===== config.mk =====
export PLATFORM = sky130hd
export DESIGN_NAME = armv4_instruction_encoder_top_flat
export DESIGN_NICKNAME = d
export VERILOG_FILES = /design/src/rtl/aie_pkg.sv /design/src/rtl/aie_item_if.sv /design/src/rtl/aie_result_if.sv /design/src/rtl/aie_queue.sv /design/src/rtl/aie_front.sv /design/src/rtl/aie_back.sv /design/src/rtl/armv4_instruction_encoder_top.sv /design/src/flat_wrapper.sv
export SDC_FILE = /design/constraint.sdc
export NUM_CORES = 1
export LEC_CHECK = 0
export ABC_AREA = 1
export CAP_MARGIN = 0
export CORE_AREA = 2 2 240 242
export DETAILED_ROUTE_END_ITERATION = 10
export DIE_AREA = 0 0 242 244
export DONT_BUFFER_PORTS = 1
export PLACE_DENSITY = 0.52
export SLEW_MARGIN = 10
export SYNTH_ARGS = -nofsm -noshare
export SYNTH_HDL_FRONTEND = slang
export SYNTH_HIERARCHICAL = 1
export SYNTH_SLANG_ARGS = --single-unit

===== constraint.sdc =====
create_clock -name clk -period 4.4 [get_ports clk]
set_clock_uncertainty 0.1 [all_clocks]
set_input_delay 0.88 -clock clk [delete_from_list [all_inputs] [get_ports clk]]
set_output_delay 0.88 -clock clk [all_outputs]
set_load 0.02 [all_outputs]

===== src/rtl/aie_pkg.sv =====
// Shared types and constants for the instruction encoder.
// No dependencies; imported by aie_front, aie_back and the top level.
package aie_pkg;

	typedef enum logic [4:0] {
		CMD_ADD   = 5'd0,
		CMD_SUB   = 5'd1,
		CMD_RSB   = 5'd2,
		CMD_AND   = 5'd3,
		CMD_EOR   = 5'd4,
		CMD_ORR   = 5'd5,
		CMD_MOV   = 5'd6,
		CMD_TST   = 5'd7,
		CMD_TEQ   = 5'd8,
		CMD_CMP   = 5'd9,
		CMD_MUL   = 5'd10,
		CMD_MLA   = 5'd11,
		CMD_LDR   = 5'd12,
		CMD_STR   = 5'd13,
		CMD_BEQ   = 5'd14,
		CMD_BNE   = 5'd15,
		CMD_BGE   = 5'd16,
		CMD_BLT   = 5'd17,
		CMD_BGT   = 5'd18,
		CMD_BLE   = 5'd19,
		CMD_B     = 5'd20,
		CMD_LSL   = 5'd21,
		CMD_ANDEQ = 5'd22
	} cmd_t;

	localparam logic [1:0] MODE_BASE = 2'd0;
	localparam logic [1:0] MODE_PRE  = 2'd1;
	localparam logic [1:0] MODE_POST = 2'd2;
	localparam logic [1:0] MODE_LIT  = 2'd3;

	localparam logic [2:0] SH_NONE = 3'd0;
	localparam logic [2:0] SH_LSL  = 3'd1;
	localparam logic [2:0] SH_LSR  = 3'd2;
	localparam logic [2:0] SH_ASR  = 3'd3;
	localparam logic [2:0] SH_ROR  = 3'd4;

	localparam logic [3:0] COND_AL     = 4'd14;
	localparam logic [3:0] MUL_MARK    = 4'd9;
	localparam logic [2:0] BRANCH_MARK = 3'd5;
	localparam logic [7:0] BYTE_MASK   = 8'hFF;
	localparam logic [3:0] PC_REG      = 4'd15;
	localparam logic [3:0] DP_MOV      = 4'd13;
	localparam int         OFFSET_BITS = 12;
	localparam int         LIT_CNT_W   = 14;
	localparam int         PROG_LEN_W  = 15;

	// APB register map (word index)
	localparam logic REG_PROG_LEN = 1'b0;

	// one encoded request as it sits in the queue
	typedef struct packed {
		logic        lit;
		logic        err;
		logic [31:0] word;
		logic [31:0] lit_word;
	} item_t;

endpackage


===== src/rtl/aie_item_if.sv =====
// Input channel: one parsed instruction per request, valid/ready handshake.
// Depends on nothing; ADDRESS_BITS sets the width of current_address.
interface aie_item_if #(parameter int ADDRESS_BITS = 16);
	logic                    valid;
	logic                    ready;
	logic [4:0]              cmd;
	logic [3:0]              rd;
	logic [3:0]              rn;
	logic [3:0]              rm;
	logic [3:0]              rs;
	logic                    op2_imm;
	logic [31:0]             imm_value;
	logic                    negative;
	logic [2:0]              shift_type;
	logic                    shift_by_reg;
	logic [1:0]              addr_mode;
	logic [ADDRESS_BITS-1:0] current_address;

	modport source (
		output valid, cmd, rd, rn, rm, rs, op2_imm, imm_value, negative,
			shift_type, shift_by_reg, addr_mode, current_address,
		input  ready
	);
	modport sink (
		input  valid, cmd, rd, rn, rm, rs, op2_imm, imm_value, negative,
			shift_type, shift_by_reg, addr_mode, current_address,
		output ready
	);
endinterface


===== src/rtl/aie_result_if.sv =====
// Output channel: one encoded word per request, valid/ready handshake.
// Depends on nothing.
interface aie_result_if;
	logic        valid;
	logic        ready;
	logic [31:0] instr_word;
	logic        literal_valid;
	logic [31:0] literal_word;
	logic        imm_error;

	modport source (
		output valid, instr_word, literal_valid, literal_word, imm_error,
		input  ready
	);
	modport sink (
		input  valid, instr_word, literal_valid, literal_word, imm_error,
		output ready
	);
endinterface


===== src/rtl/aie_queue.sv =====
// Small register FIFO between the encode front and the literal back end.
// Depends on nothing; DEPTH must be a power of two, at least 2.
module aie_queue #(
	parameter int WIDTH = 8,
	parameter int DEPTH = 2
) (
	input  logic             clk,
	input  logic             arst_n,
	input  logic             push,
	input  logic [WIDTH-1:0] push_data,
	output logic             full,
	input  logic             pop,
	output logic [WIDTH-1:0] head,
	output logic             empty
);
	localparam int PW = $clog2(DEPTH);
	localparam int CW = $clog2(DEPTH + 1);

	logic [WIDTH-1:0] mem_q [DEPTH];
	logic [PW-1:0]    wr_ptr_q;
	logic [PW-1:0]    rd_ptr_q;
	logic [CW-1:0]    count_q;

	assign full  = (count_q == CW'(DEPTH));
	assign empty = (count_q == '0);
	assign head  = mem_q[rd_ptr_q];

	always_ff @(posedge clk or negedge arst_n) begin
		if (!arst_n) begin
			wr_ptr_q <= '0;
			rd_ptr_q <= '0;
			count_q  <= '0;
		end else begin
			if (push) wr_ptr_q <= wr_ptr_q + PW'(1);
			if (pop) rd_ptr_q <= rd_ptr_q + PW'(1);
			if (push && !pop) count_q <= count_q + CW'(1);
			else if (pop && !push) count_q <= count_q - CW'(1);
		end
	end

	always_ff @(posedge clk) begin
		if (push) mem_q[wr_ptr_q] <= push_data;
	end

endmodule


===== src/rtl/aie_front.sv =====
// Encode front: takes a parsed instruction and builds its machine word,
// including the rotated-immediate search. Depends on aie_pkg, aie_item_if.
module aie_front
	import aie_pkg::*;
#(
	parameter int ADDRESS_BITS = 16
) (
	aie_item_if.sink                in_ch,
	input  logic                    full,
	output logic                    push,
	output item_t                   item,
	output logic [ADDRESS_BITS-1:0] cur
);
	logic [11:0] rot_field;
	logic        rot_err;
	logic [31:0] rb;
	logic [11:0] sh_field;
	logic [3:0]  opc;
	logic [3:0]  f_rn;
	logic [3:0]  f_rd;
	logic        s_bit;
	logic [11:0] op2;
	logic [31:0] diff;
	logic        up;
	logic        pre;
	logic        i_bit;
	logic [11:0] xoff;

	assign in_ch.ready = !full;
	assign push        = in_ch.valid && !full;
	assign cur         = in_ch.current_address;

	// smallest even rotation that brings the value into one byte
	always_comb begin
		rot_field = {4'd0, in_ch.imm_value[7:0]};
		rot_err   = 1'b1;
		rb        = '0;
		for (int r = 15; r >= 1; r--) begin
			rb = (in_ch.imm_value << (2 * r)) | (in_ch.imm_value >> (32 - 2 * r));
			if (rb[31:8] == 24'd0) begin
				rot_field = {4'(r), rb[7:0]};
				rot_err   = 1'b0;
			end
		end
		if (in_ch.imm_value[31:8] == 24'd0) begin
			rot_field = {4'd0, in_ch.imm_value[7:0]};
			rot_err   = 1'b0;
		end
	end

	// register operand with optional shift; unknown shift types mean none
	always_comb begin
		sh_field = {8'd0, in_ch.rm};
		if (in_ch.shift_type >= SH_LSL && in_ch.shift_type <= SH_ROR) begin
			if (in_ch.shift_by_reg)
				sh_field = {in_ch.rs, 1'b0, 2'(in_ch.shift_type - SH_LSL), 1'b1, in_ch.rm};
			else
				sh_field = {in_ch.imm_value[4:0], 2'(in_ch.shift_type - SH_LSL), 1'b0,
					in_ch.rm};
		end
	end

	assign diff = in_ch.imm_value - 32'(in_ch.current_address) - 32'd8;
	assign op2  = in_ch.op2_imm ? rot_field : sh_field;

	always_comb begin
		case (in_ch.cmd)
			CMD_ADD: opc = 4'd4;
			CMD_SUB: opc = 4'd2;
			CMD_RSB: opc = 4'd3;
			CMD_AND: opc = 4'd0;
			CMD_EOR: opc = 4'd1;
			CMD_ORR: opc = 4'd12;
			CMD_MOV: opc = DP_MOV;
			CMD_TST: opc = 4'd8;
			CMD_TEQ: opc = 4'd9;
			CMD_CMP: opc = 4'd10;
			CMD_BEQ: opc = 4'd0;
			CMD_BNE: opc = 4'd1;
			CMD_BGE: opc = 4'd10;
			CMD_BLT: opc = 4'd11;
			CMD_BGT: opc = 4'd12;
			CMD_BLE: opc = 4'd13;
			CMD_B:   opc = COND_AL;
			default: opc = 4'd0;
		endcase
	end

	// field placement for the three data-processing shapes
	always_comb begin
		f_rn  = in_ch.rn;
		f_rd  = in_ch.rd;
		s_bit = 1'b0;
		if (in_ch.cmd == CMD_MOV) begin
			f_rn = 4'd0;
		end else if (in_ch.cmd > CMD_MOV) begin
			f_rn  = in_ch.rd;
			f_rd  = 4'd0;
			s_bit = 1'b1;
		end
	end

	// transfer addressing bits
	always_comb begin
		up    = 1'b1;
		pre   = (in_ch.addr_mode != MODE_POST);
		i_bit = 1'b0;
		xoff  = '0;
		if (in_ch.addr_mode == MODE_PRE || in_ch.addr_mode == MODE_POST) begin
			up = !in_ch.negative;
			if (in_ch.op2_imm) begin
				xoff = in_ch.imm_value[OFFSET_BITS-1:0];
			end else begin
				i_bit = 1'b1;
				xoff  = sh_field;
			end
		end
	end

	always_comb begin
		item = '0;
		if (in_ch.cmd == CMD_LDR && in_ch.addr_mode == MODE_LIT
				&& in_ch.imm_value[31:8] == 24'd0) begin
			// small literal load turns into mov rd, #value
			item.word = {COND_AL, 3'b001, DP_MOV, 1'b0, 4'd0, in_ch.rd, 4'd0,
				in_ch.imm_value[7:0]};
		end else begin
			case (in_ch.cmd)
				CMD_ADD, CMD_SUB, CMD_RSB, CMD_AND, CMD_EOR, CMD_ORR, CMD_MOV,
				CMD_TST, CMD_TEQ, CMD_CMP: begin
					item.word = {COND_AL, 2'b00, in_ch.op2_imm, opc, s_bit, f_rn, f_rd, op2};
					item.err  = in_ch.op2_imm && rot_err;
				end
				CMD_MUL, CMD_MLA: begin
					item.word = {COND_AL, 6'd0, (in_ch.cmd == CMD_MLA), 1'b0, in_ch.rd,
						(in_ch.cmd == CMD_MLA) ? in_ch.rn : 4'd0, in_ch.rs, MUL_MARK,
						in_ch.rm};
				end
				CMD_LDR, CMD_STR: begin
					if (in_ch.cmd == CMD_LDR && in_ch.addr_mode == MODE_LIT) begin
						// pool offset is filled in by the back end
						item.lit      = 1'b1;
						item.lit_word = in_ch.imm_value;
						item.word     = {COND_AL, 2'b01, 1'b0, 1'b1, 1'b1, 2'b00, 1'b1,
							PC_REG, in_ch.rd, 12'd0};
					end else begin
						item.word = {COND_AL, 2'b01, i_bit, pre, up, 2'b00,
							(in_ch.cmd == CMD_LDR), in_ch.rn, in_ch.rd, xoff};
						item.err  = (in_ch.addr_mode == MODE_PRE || in_ch.addr_mode == MODE_POST)
							&& in_ch.op2_imm && (in_ch.imm_value[31:OFFSET_BITS] != '0);
					end
				end
				CMD_BEQ, CMD_BNE, CMD_BGE, CMD_BLT, CMD_BGT, CMD_BLE, CMD_B: begin
					item.word = {opc, BRANCH_MARK, 1'b0, diff[25:2]};
				end
				CMD_LSL: begin
					item.word = {COND_AL, 3'b000, DP_MOV, 1'b0, 4'd0, in_ch.rd,
						in_ch.shift_by_reg ? {in_ch.rs, 4'b0001} : {in_ch.imm_value[4:0], 3'b000},
						in_ch.rd};
				end
				default: item = '0;
			endcase
		end
	end

endmodule


===== src/rtl/aie_back.sv =====
// Back end: keeps the literal-pool count, patches pc-relative offsets and
// holds the result register. Depends on aie_pkg, aie_result_if.
module aie_back
	import aie_pkg::*;
#(
	parameter int ADDRESS_BITS = 16
) (
	input  logic                    clk,
	input  logic                    arst_n,
	input  item_t                   head,
	input  logic [ADDRESS_BITS-1:0] head_cur,
	input  logic                    empty,
	input  logic [PROG_LEN_W-1:0]   program_length,
	output logic                    pop,
	aie_result_if.source            out_ch
);
	localparam int QW    = LIT_CNT_W + 4;
	localparam int OFF_W = ((ADDRESS_BITS > QW) ? ADDRESS_BITS : QW) + 2;

	logic [LIT_CNT_W-1:0] lit_count_q;
	logic [LIT_CNT_W-1:0] next_count;
	logic [QW-3:0]        pool_idx;
	logic [OFF_W-1:0]     off;
	logic                 off_err;
	logic                 out_valid_q;
	logic [31:0]          word_q;
	logic                 lit_q;
	logic [31:0]          lit_word_q;
	logic                 err_q;

	assign pop        = !empty && (!out_valid_q || out_ch.ready);
	assign next_count = lit_count_q + LIT_CNT_W'(1);
	assign pool_idx   = (QW-2)'(next_count) + (QW-2)'(program_length);
	// offset = (count + 1 + length) * 4 - address - 12
	assign off        = OFF_W'({pool_idx, 2'b00}) - OFF_W'(head_cur) - OFF_W'(12);
	assign off_err    = off[OFF_W-1] || (off[OFF_W-2:OFFSET_BITS] != '0);

	always_ff @(posedge clk or negedge arst_n) begin
		if (!arst_n) begin
			lit_count_q <= '0;
			out_valid_q <= 1'b0;
		end else begin
			if (pop && head.lit) lit_count_q <= next_count;
			if (pop) out_valid_q <= 1'b1;
			else if (out_ch.ready) out_valid_q <= 1'b0;
		end
	end

	always_ff @(posedge clk) begin
		if (pop) begin
			word_q     <= head.lit ? (head.word | 32'(off[OFFSET_BITS-1:0])) : head.word;
			lit_q      <= head.lit;
			lit_word_q <= head.lit_word;
			err_q      <= head.err || (head.lit && off_err);
		end
	end

	assign out_ch.valid         = out_valid_q;
	assign out_ch.instr_word    = word_q;
	assign out_ch.literal_valid = lit_q;
	assign out_ch.literal_word  = lit_word_q;
	assign out_ch.imm_error     = err_q;

	a_count_step: assert property (@(posedge clk) disable iff (!arst_n)
		(pop && head.lit) |=> (lit_count_q == $past(next_count)))
		else $error("literal count did not advance on pool request");

	a_count_hold: assert property (@(posedge clk) disable iff (!arst_n)
		!(pop && head.lit) |=> $stable(lit_count_q))
		else $error("literal count moved without a pool request");

	a_lit_pc: assert property (@(posedge clk) disable iff (!arst_n)
		(out_valid_q && lit_q) |-> (word_q[19:16] == PC_REG))
		else $error("pool load not pc-relative");

	a_no_pop_stall: assert property (@(posedge clk) disable iff (!arst_n)
		(out_valid_q && !out_ch.ready) |-> !pop)
		else $error("result register overwritten while stalled");

endmodule


===== src/rtl/armv4_instruction_encoder_top.sv =====
// Instruction encoder: one request in, one encoded word out.
// An accepted request is registered in the queue, then in the result register (front -> queue, queue -> result reg).
// Throughput one request per cycle while out_ch.ready stays high; the queue lets input and output stall independently.
// Reset empties the queue and clears the result valid flag, the literal count and program_length.
// Depends on aie_pkg, aie_item_if, aie_result_if, aie_queue, aie_front, aie_back.
module armv4_instruction_encoder_top
	import aie_pkg::*;
#(
	parameter int ADDRESS_BITS = 16,
	parameter int QUEUE_DEPTH  = 2
) (
	input  logic        clk,
	input  logic        arst_n,
	input  logic        psel,
	input  logic        penable,
	input  logic        pwrite,
	input  logic [2:0]  paddr,
	input  logic [31:0] pwdata,
	output logic [31:0] prdata,
	output logic        pready,
	aie_item_if.sink    in_ch,
	aie_result_if.source out_ch
);
	localparam int QDW = $bits(item_t) + ADDRESS_BITS;

	logic [PROG_LEN_W-1:0]   program_length_q;
	logic                    push;
	logic                    full;
	logic                    pop;
	logic                    empty;
	item_t                   f_item;
	logic [ADDRESS_BITS-1:0] f_cur;
	logic [QDW-1:0]          q_head;
	item_t                   b_item;
	logic [ADDRESS_BITS-1:0] b_cur;

	assign pready = 1'b1;
	assign prdata = (paddr[2] == REG_PROG_LEN) ? 32'(program_length_q) : 32'd0;

	always_ff @(posedge clk or negedge arst_n) begin
		if (!arst_n) begin
			program_length_q <= '0;
		end else if (psel && penable && pwrite && pready && paddr[2] == REG_PROG_LEN) begin
			program_length_q <= pwdata[PROG_LEN_W-1:0];
		end
	end

	aie_front #(.ADDRESS_BITS(ADDRESS_BITS)) u_front (
		.in_ch (in_ch),
		.full  (full),
		.push  (push),
		.item  (f_item),
		.cur   (f_cur)
	);

	aie_queue #(.WIDTH(QDW), .DEPTH(QUEUE_DEPTH)) u_queue (
		.clk       (clk),
		.arst_n    (arst_n),
		.push      (push),
		.push_data ({f_cur, f_item}),
		.full      (full),
		.pop       (pop),
		.head      (q_head),
		.empty     (empty)
	);

	assign b_item = q_head[$bits(item_t)-1:0];
	assign b_cur  = q_head[QDW-1:$bits(item_t)];

	aie_back #(.ADDRESS_BITS(ADDRESS_BITS)) u_back (
		.clk            (clk),
		.arst_n         (arst_n),
		.head           (b_item),
		.head_cur       (b_cur),
		.empty          (empty),
		.program_length (program_length_q),
		.pop            (pop),
		.out_ch         (out_ch)
	);

endmodule

===== src/flat_wrapper.sv =====
// flat-port wrapper written by rule: the top's interface ports become plain ports
module armv4_instruction_encoder_top_flat import aie_pkg::*;
#(
	parameter int ADDRESS_BITS = 16,
	parameter int QUEUE_DEPTH  = 2
)
  (clk, arst_n, psel, penable, pwrite, paddr, pwdata, prdata, pready, in_ch_valid, in_ch_cmd, in_ch_rd, in_ch_rn, in_ch_rm, in_ch_rs, in_ch_op2_imm, in_ch_imm_value, in_ch_negative, in_ch_shift_type, in_ch_shift_by_reg, in_ch_addr_mode, in_ch_current_address, in_ch_ready, out_ch_valid, out_ch_instr_word, out_ch_literal_valid, out_ch_literal_word, out_ch_imm_error, out_ch_ready);
  aie_item_if #(.ADDRESS_BITS(ADDRESS_BITS)) in_ch_i ();
  aie_result_if out_ch_i ();
  input  logic clk;
  input  logic arst_n;
  input  logic psel;
  input  logic penable;
  input  logic pwrite;
  input  logic [2:0] paddr;
  input  logic [31:0] pwdata;
  output logic [31:0] prdata;
  output logic pready;
  input wire logic [$bits(in_ch_i.valid)-1:0] in_ch_valid;
  input wire logic [$bits(in_ch_i.cmd)-1:0] in_ch_cmd;
  input wire logic [$bits(in_ch_i.rd)-1:0] in_ch_rd;
  input wire logic [$bits(in_ch_i.rn)-1:0] in_ch_rn;
  input wire logic [$bits(in_ch_i.rm)-1:0] in_ch_rm;
  input wire logic [$bits(in_ch_i.rs)-1:0] in_ch_rs;
  input wire logic [$bits(in_ch_i.op2_imm)-1:0] in_ch_op2_imm;
  input wire logic [$bits(in_ch_i.imm_value)-1:0] in_ch_imm_value;
  input wire logic [$bits(in_ch_i.negative)-1:0] in_ch_negative;
  input wire logic [$bits(in_ch_i.shift_type)-1:0] in_ch_shift_type;
  input wire logic [$bits(in_ch_i.shift_by_reg)-1:0] in_ch_shift_by_reg;
  input wire logic [$bits(in_ch_i.addr_mode)-1:0] in_ch_addr_mode;
  input wire logic [$bits(in_ch_i.current_address)-1:0] in_ch_current_address;
  output wire logic [$bits(in_ch_i.ready)-1:0] in_ch_ready;
  output wire logic [$bits(out_ch_i.valid)-1:0] out_ch_valid;
  output wire logic [$bits(out_ch_i.instr_word)-1:0] out_ch_instr_word;
  output wire logic [$bits(out_ch_i.literal_valid)-1:0] out_ch_literal_valid;
  output wire logic [$bits(out_ch_i.literal_word)-1:0] out_ch_literal_word;
  output wire logic [$bits(out_ch_i.imm_error)-1:0] out_ch_imm_error;
  input wire logic [$bits(out_ch_i.ready)-1:0] out_ch_ready;
  assign in_ch_i.valid = in_ch_valid;
  assign in_ch_i.cmd = in_ch_cmd;
  assign in_ch_i.rd = in_ch_rd;
  assign in_ch_i.rn = in_ch_rn;
  assign in_ch_i.rm = in_ch_rm;
  assign in_ch_i.rs = in_ch_rs;
  assign in_ch_i.op2_imm = in_ch_op2_imm;
  assign in_ch_i.imm_value = in_ch_imm_value;
  assign in_ch_i.negative = in_ch_negative;
  assign in_ch_i.shift_type = in_ch_shift_type;
  assign in_ch_i.shift_by_reg = in_ch_shift_by_reg;
  assign in_ch_i.addr_mode = in_ch_addr_mode;
  assign in_ch_i.current_address = in_ch_current_address;
  assign in_ch_ready = in_ch_i.ready;
  assign out_ch_valid = out_ch_i.valid;
  assign out_ch_instr_word = out_ch_i.instr_word;
  assign out_ch_literal_valid = out_ch_i.literal_valid;
  assign out_ch_literal_word = out_ch_i.literal_word;
  assign out_ch_imm_error = out_ch_i.imm_error;
  assign out_ch_i.ready = out_ch_ready;
  armv4_instruction_encoder_top #(.ADDRESS_BITS(ADDRESS_BITS), .QUEUE_DEPTH(QUEUE_DEPTH)) u_core (.clk(clk), .arst_n(arst_n), .psel(psel), .penable(penable), .pwrite(pwrite), .paddr(paddr), .pwdata(pwdata), .prdata(prdata), .pready(pready), .in_ch(in_ch_i), .out_ch(out_ch_i));
endmodule

# [Yosys cells after proc, flatten, opt, wreduce, memory -nomap -nowiden]
# Memory sizes are Yosys's and may differ from the RTL's.
# Index checks and enable logic that the tools add are counted.
# W data, S select, Z words.
[word_totals] regBits=100 ramBits=164 mem_bits_ro=128 out_inout_bits=101 wordCells=187 n_memories=2
[memory_table] memory="u_core.u_queue.mem_q" words=2 width=82 rd=1 rd_clocked_by_memory_dff=0 write_ports=1 line_no="aie_queue.sv:19" text="logic [WIDTH-1:0] mem_q [DEPTH];"
[memory_table] memory="(name not given)" words=32 width=4 rd=1 rd_clocked_by_memory_dff=0 write_ports=0 line_no="aie_front.sv:67" text="case (in_ch.cmd)"
[classes] addsub=11 n_lt_le_gt_ge=3 n_eq_ne=26 muxes=67 bitwise_logic=17 reduce_logical=51
[op_table] operator="$logic_not A24 Y1" n=16
[op_table] operator="$mux W12" n=21
[op_table] operator="$mux W32" n=5
[op_table] operator="$pmux W32 S5" n=1
[op_table] operator="$or A32 B12 Y32" n=2
[op_table] operator="$eq A5 B4 Y1 const B" n=8
[op_table] operator="$or A32 B10 Y32" n=1
[op_table] operator="$or A32 B14 Y32" n=1
[op_table] operator="$or A32 B16 Y32" n=1
[op_table] operator="$or A32 B18 Y32" n=1
[op_table] operator="$or A32 B2 Y32" n=1
[op_table] operator="$or A32 B20 Y32" n=1
[op_table] operator="$or A32 B22 Y32" n=1
[op_table] operator="$or A32 B24 Y32" n=1
[op_table] operator="$or A32 B26 Y32" n=1
[op_table] operator="$or A32 B28 Y32" n=1
[op_table] operator="$or A32 B30 Y32" n=1
[op_table] operator="$or A32 B4 Y32" n=1
[op_table] operator="$or A32 B6 Y32" n=1
[op_table] operator="$or A32 B8 Y32" n=1
[op_table] operator="$eq A5 B5 Y1 const B" n=6
[op_table] operator="$mux W1" n=28
[op_table] operator="$mux W26" n=1
[op_table] operator="$sub A26 B16 Y26" n=1
[op_table] operator="other kinds (34)" n=72

# [Longest topological paths before layout]
[depth] ltp_word=21 mapped_depth=31 ltp_nobuf=31

# [Cells and area by module]
# Netlist, hierarchy kept.
[modules_own_cells] mod="aie_queue" instances=1 cells_each=280 area_per_inst_um2=6473.7 seq_area_each_um2=5024.8
[modules_own_cells] mod="aie_back" instances=1 cells_each=582 area_per_inst_um2=5081.1 seq_area_each_um2=2357.3
[modules_own_cells] mod="aie_front" instances=1 cells_each=938 area_per_inst_um2=4879.7 seq_area_each_um2=0.0
[modules_own_cells] mod="armv4_instruction_encoder_top" instances=1 cells_each=120 area_per_inst_um2=904.6 seq_area_each_um2=375.4

# [Worst setup path after synthesis]
# No wires, ideal clock.
[synth_timing] path_type="input to register" start="in in_ch_valid" end="mem u_core/u_queue/mem_q[0][0] (netlist name) (enable)" setup_time_ns=0.523 t_arrival_ns=4.591 required_ns=3.777 path_slack_ns=-0.814 path_stages=4 path_buffers=0 path_cell_list="inv_1 -> nor2_1 -> inv_1 -> nor2_1"
[synth_via] elab_chain_cells=3
[synth_rtl] element="start: declaration" line_no="flat_wrapper.sv:19" text="input wire logic [$bits(in_ch_i.valid)-1:0] in_ch_valid;"
[synth_rtl] element="$logic_and A1 B1 Y1" line_no="aie_front.sv:30" text="assign push = in_ch.valid && !full;"
[synth_rtl] element="net u_core.push" line_no="armv4_instruction_encoder_top.sv:27" text="logic push;"
[synth_rtl] element="$mux W1" line_no="aie_queue.sv:42" text="if (push) mem_q[wr_ptr_q] <= push_data;"
[synth_rtl] element="$mux W1 (implied by the code)" line_no="aie_queue.sv:42"
[synth_rtl] element="end: declaration" line_no="aie_queue.sv:19"
# The timed path passes the listed nets, and every way through them passes these cells.

# [Worst setup path after layout]
[layout_timing] start="reg u_core.u_back.lit_count_q[1]" end="reg u_core.u_back.err_q (netlist: u_core/u_back/out_ch.imm_error), data pin"
[layout_via] elab_chain_cells=8
[layout_rtl] element="start: declaration" line_no="aie_back.sv:20" text="logic [LIT_CNT_W-1:0] lit_count_q;"
[layout_rtl] element="start signal: assignment" line_no="aie_back.sv:43" text="if (pop && head.lit) lit_count_q <= next_count;"
[layout_rtl] element="$add A14 B1 Y14 (*)" line_no="aie_back.sv:32" text="assign next_count = lit_count_q + LIT_CNT_W'(1);"
[layout_rtl] element="net u_core.u_back.next_count[4]" line_no="aie_back.sv:21" text="logic [LIT_CNT_W-1:0] next_count;"
[layout_rtl] element="$add A14 B15 Y16 (*)" line_no="aie_back.sv:33" text="assign pool_idx = (QW-2)'(next_count) + (QW-2)'(program_length);"
[layout_rtl] element="$sub A18 B16 Y19 (*)" line_no="aie_back.sv:35" text="assign off = OFF_W'({pool_idx, 2'b00}) - OFF_W'(head_cur) - OFF_W'(12);"
[layout_rtl] element="$sub A19 B5 Y20 (*)" line_no="aie_back.sv:35"
[layout_rtl] element="$reduce_bool A7 Y1" line_no="aie_back.sv:36" text="assign off_err = off[OFF_W-1] || (off[OFF_W-2:OFFSET_BITS] != '0);"
[layout_rtl] element="$logic_or A1 B1 Y1 (*)" line_no="aie_back.sv:36"
[layout_rtl] element="$logic_and A1 B1 Y1 (*)" line_no="aie_back.sv:54" text="err_q <= head.err || (head.lit && off_err);"
[layout_rtl] element="$logic_or A1 B1 Y1 (*)" line_no="aie_back.sv:54"
[layout_rtl] element="end signal: assignment" line_no="aie_back.sv:54"
[layout_rtl] element="end: declaration" line_no="aie_back.sv:29" text="logic err_q;"
# The timed path passes the listed nets; every way through them passes the cells marked *.
# A chain may end at the register's enable or synchronous reset.

==> metrics.md <==
| Metric | Value |
|---|---|
| Via count of the first global-routing pass | `between 10000 and 15000` |
| Clock Tree Buf Depth | `3` |
| Synth Register Bits | `264` |
| Fillcell total | `between 5000 and 6000` |
| IO buf count | `0` |
| Most common cell after layout, fill and taps aside | `nand2_1` |
| Setup violators final | `0` |
| Cts bufs inserted | `30` |
| 1st-pass router iterations | `6` |
| Initial Util | `30.9%` |
| Total GRT Usage | `about 17%` |
| Root Driver | `clkbuf_16` |
| WP data required | `4.62 ns` |
| Post-synthesis sequential area ratio | `44.7%` |
| Slew HR | `27.5%` |
| Final wirelength | `roughly 52000 µm` |
| Placer congestion estimate | `approximately 0.9` |
| Crit path kind | `reg2reg` |
| R2R Path Start | `u_core/u_back/lit_count_q[1]` |
| Number of vias in the routed layout | `13259` |
| Vias per cell | `4.87` |
| R2R setup slack | `0.19 ns` |
| R2R Path End | `u_core/u_back/out_ch.imm_error` |
| Cell Pwr Density | `669 nW/µm²` |
| Period utilisation layout | `a little over nine tenths` |
| Die X-Extent | `between 200 and 250 µm` |
| Site row count | `87` |
| Multi-input gate area | `around 8400 µm²` |
| Fraction of layout cells with a size suffix above 1 | `18.5%` |
| Setup tns final | `0 ns` |
| Final ANT Viol Nets | `0` |
| Layout Nets | `between 2000 and 2500` |
| Startpoint Class | `flip-flop` |
| Warnings from Yosys | `6` |
| DRC | `0` |
| Worst hold path type | `in2async` |
| Lkg Pwr | `8.68 nW` |
| Main synth FF type | `edfxtp_1` |
| Fmax | `0.238 GHz` |
| Register area | `7760 µm²` |
| DIE AREA | `59000 µm²` |
| Peak VDD IR | `between 0.3 and 0.4 mV` |
| Number of antenna violations at the first check in global routing | `4` |
| DR WL/cell | `19.2 µm` |
| Fin worst setup slack | `0.194 ns` |
| Clk_lat worst skew | `0.58 ns` |
| Final Hold Vio Count | `0` |
| Max-cap violation count | `0` |
| IO Pins | `220` |
| Avg Inst Size Synth | `~9 µm²` |
| Place WS | `0.0144 ns` |
| Crit end category | `flip-flop` |
| Register clock-pin slew on the reported worst setup and hold paths | `about 0.06 ns` |
| Status | `finished, final reports clean` |
| First-pass GRT wire length | `79000 µm` |
| Area Growth Syn to Fin | `13.2%` |
| Crit path arrival time | `4.43 ns` |
| R2R cell count | `27` |
| EDFF count, synth | `230` |
| Commonest cells after routing, fill and taps aside | `nand2_1 (415), inv_1 (237), edfxtp_1 (230)` |
| DP HPWL | `39900 µm` |
| Initial drt markers | `944` |
| Synth cell types | `64` |
| Slew Viols, Final | `0` |
| Crit Path Max Fanout | `6` |
| CTS sink cnt | `264` |
| Post-route minimum period | `4.21 ns` |
| Syn Inst Count | `1920` |
| H-tree levels | `1` |
| Core area | `56200 µm²` |
| Worst slew pin tran | `around 1.1 ns` |
| Mapped Area | `17300 µm²` |
| GRT Residual Overflow | `0` |
| Die Span Y | `244 µm` |
| Asr flop ratio synth | `approximately an eighth` |
| Largest net degree at the start of global routing | `83` |
| CTS tree | `yes` |
## Yosys cell counts, types with 16 or more instances
| cell | number | area [µm²] |
|---|---|---|
| nor3_1 | 23 | 115 |
| nand2_1 | 426 | 1600 |
| nor2_1 | 145 | 544 |
| xor2_1 | 30 | 263 |
| o21ai_0 | 86 | 430 |
| inv_1 | 241 | 905 |
| edfxtp_1 | 230 | 6910 |
| dfrtp_1 | 34 | 851 |
| nand3_1 | 93 | 465 |
| o21ai_1 | 33 | 165 |
| nand4_1 | 16 | 100 |
| clkbuf_1 | 18 | 67.6 |
| inv_2 | 21 | 78.8 |
| a21oi_1 | 118 | 591 |
| a31oi_1 | 16 | 100 |
| mux2_4 | 70 | 1050 |
| nand2_2 | 17 | 106 |
| ha_1 | 72 | 901 |
| buf_4 | 36 | 270 |
## cell type report
type	instances	area share, %
antenna	1	0.0128
tap	756	4.82
multi-input combinational	1328	42.8
sequential	264	39.6
inverter	263	5.04
timing repair buffer	56	2.37
clock buffer	43	4.39
clock inverter	13	0.982
## routing by layer
layer / part of all wire, % / GRT usage, % / wire length [µm]
met3: 8.0 / 5.29 / 4200
met5: 0.053 / 0 / 28
met4: 2.9 / 4.70 / 1530
met2: 47 / 29.6 / 24700
met1: 42 / 21.2 / 21900
## worst max path at each step
stage	startpoint	endpoint	slack (ns)	cells past startpoint
after floorplan	u_core/u_back/lit_count_q[0]	u_core/u_back/out_ch.imm_error	0.33	28
after global placement	u_core/u_back/lit_count_q[0]	u_core/u_back/out_ch.imm_error	-0.05	27
after detailed placement	u_core/u_back/lit_count_q[1]	u_core/u_back/out_ch.imm_error	0.01	28
after CTS	u_core/u_back/lit_count_q[1]	u_core/u_back/out_ch.imm_error	0.03	29
after global routing	u_core/u_back/lit_count_q[1]	u_core/u_back/out_ch.imm_error	-0.09	27
final	u_core/u_back/lit_count_q[1]	u_core/u_back/out_ch.imm_error	0.19	27
## logic make-up after synthesis
family	synth area share, %
xor+xnor	1.77
compound gates	10.9
mux	6.84
buf+inv	9.32
flops	44.7
other cells	0.0433
fa+ha+maj	5.43
simple gates	21.0
## worst max-delay path, stage by stage, from the launching register on
cell,delay [ns]
dfrtp_1,0.39
ha_2,0.21
nand2_2,0.06
nor2_4,0.14
xor2_2,0.17
inv_2,0.07
ha_4,0.26
a21oi_2,0.14
nand2_1,0.08
a21oi_2,0.16
o21ai_2,0.10
a21boi_2,0.27
o21ai_4,0.10
xor2_1,0.15
ha_1,0.37
a21oi_2,0.17
nand2_1,0.10
a21oi_2,0.13
nand3_1,0.10
nand2_2,0.10
buf_4,0.11
inv_1,0.03
nand4_1,0.07
nand2_1,0.05
nor2_1,0.10
nand3_1,0.07
nand2_1,0.06
nand2_1,0.05
## what timing repair did
action                                 CTS  global route
resized for setup                        3            85
endpoints found under the hold margin   34             0
setup buffers                            0             4
setup endpoints to repair                1             3
hold buffers                             1             0
pin swaps                                0            42
## through the flow
step	cell area, µm²	hold slack [ns]	utilization, %	total power, W	std cells
2_1_floorplan	17400	0.363	-	0.00873	1936
3_3_place_gp	18100	0.377	32.3	0.0102	2663
3_5_place_dp	18100	0.400	32.3	0.0102	2663
4_1_cts	19200	0.0205	34.2	0.0129	2720
5_1_grt	19600	0.0300	34.9	0.0141	2723
6_report	19600	0.0435	34.9	0.0131	2724
## flip-flops by register name, indices dropped and copies added, names as in the netlist
name,flops
u_core/u_back/out_ch.imm_error,1
u_core/u_back/out_ch.literal_word,32
u_core/u_back/out_ch.instr_word,32
u_core/u_back/lit_count_q,14
u_core/u_queue/count_q,2
u_core/u_back/out_ch.valid,1
u_core/u_back/out_ch.literal_valid,1
u_core/u_queue/wr_ptr_q,1
u_core/program_length_q,15
u_core/u_queue/mem_q,164
u_core/u_queue/rd_ptr_q,1
## power by group
part	switching, W	total [W]	internal, W	leakage (nW)
Sequential	0.000689	0.00438	0.00369	2.67
Combinational	0.00372	0.00609	0.00236	5.50
Clock	0.00101	0.00265	0.00164	0.512
Note: power is estimated with default switching activity, not from simulation.
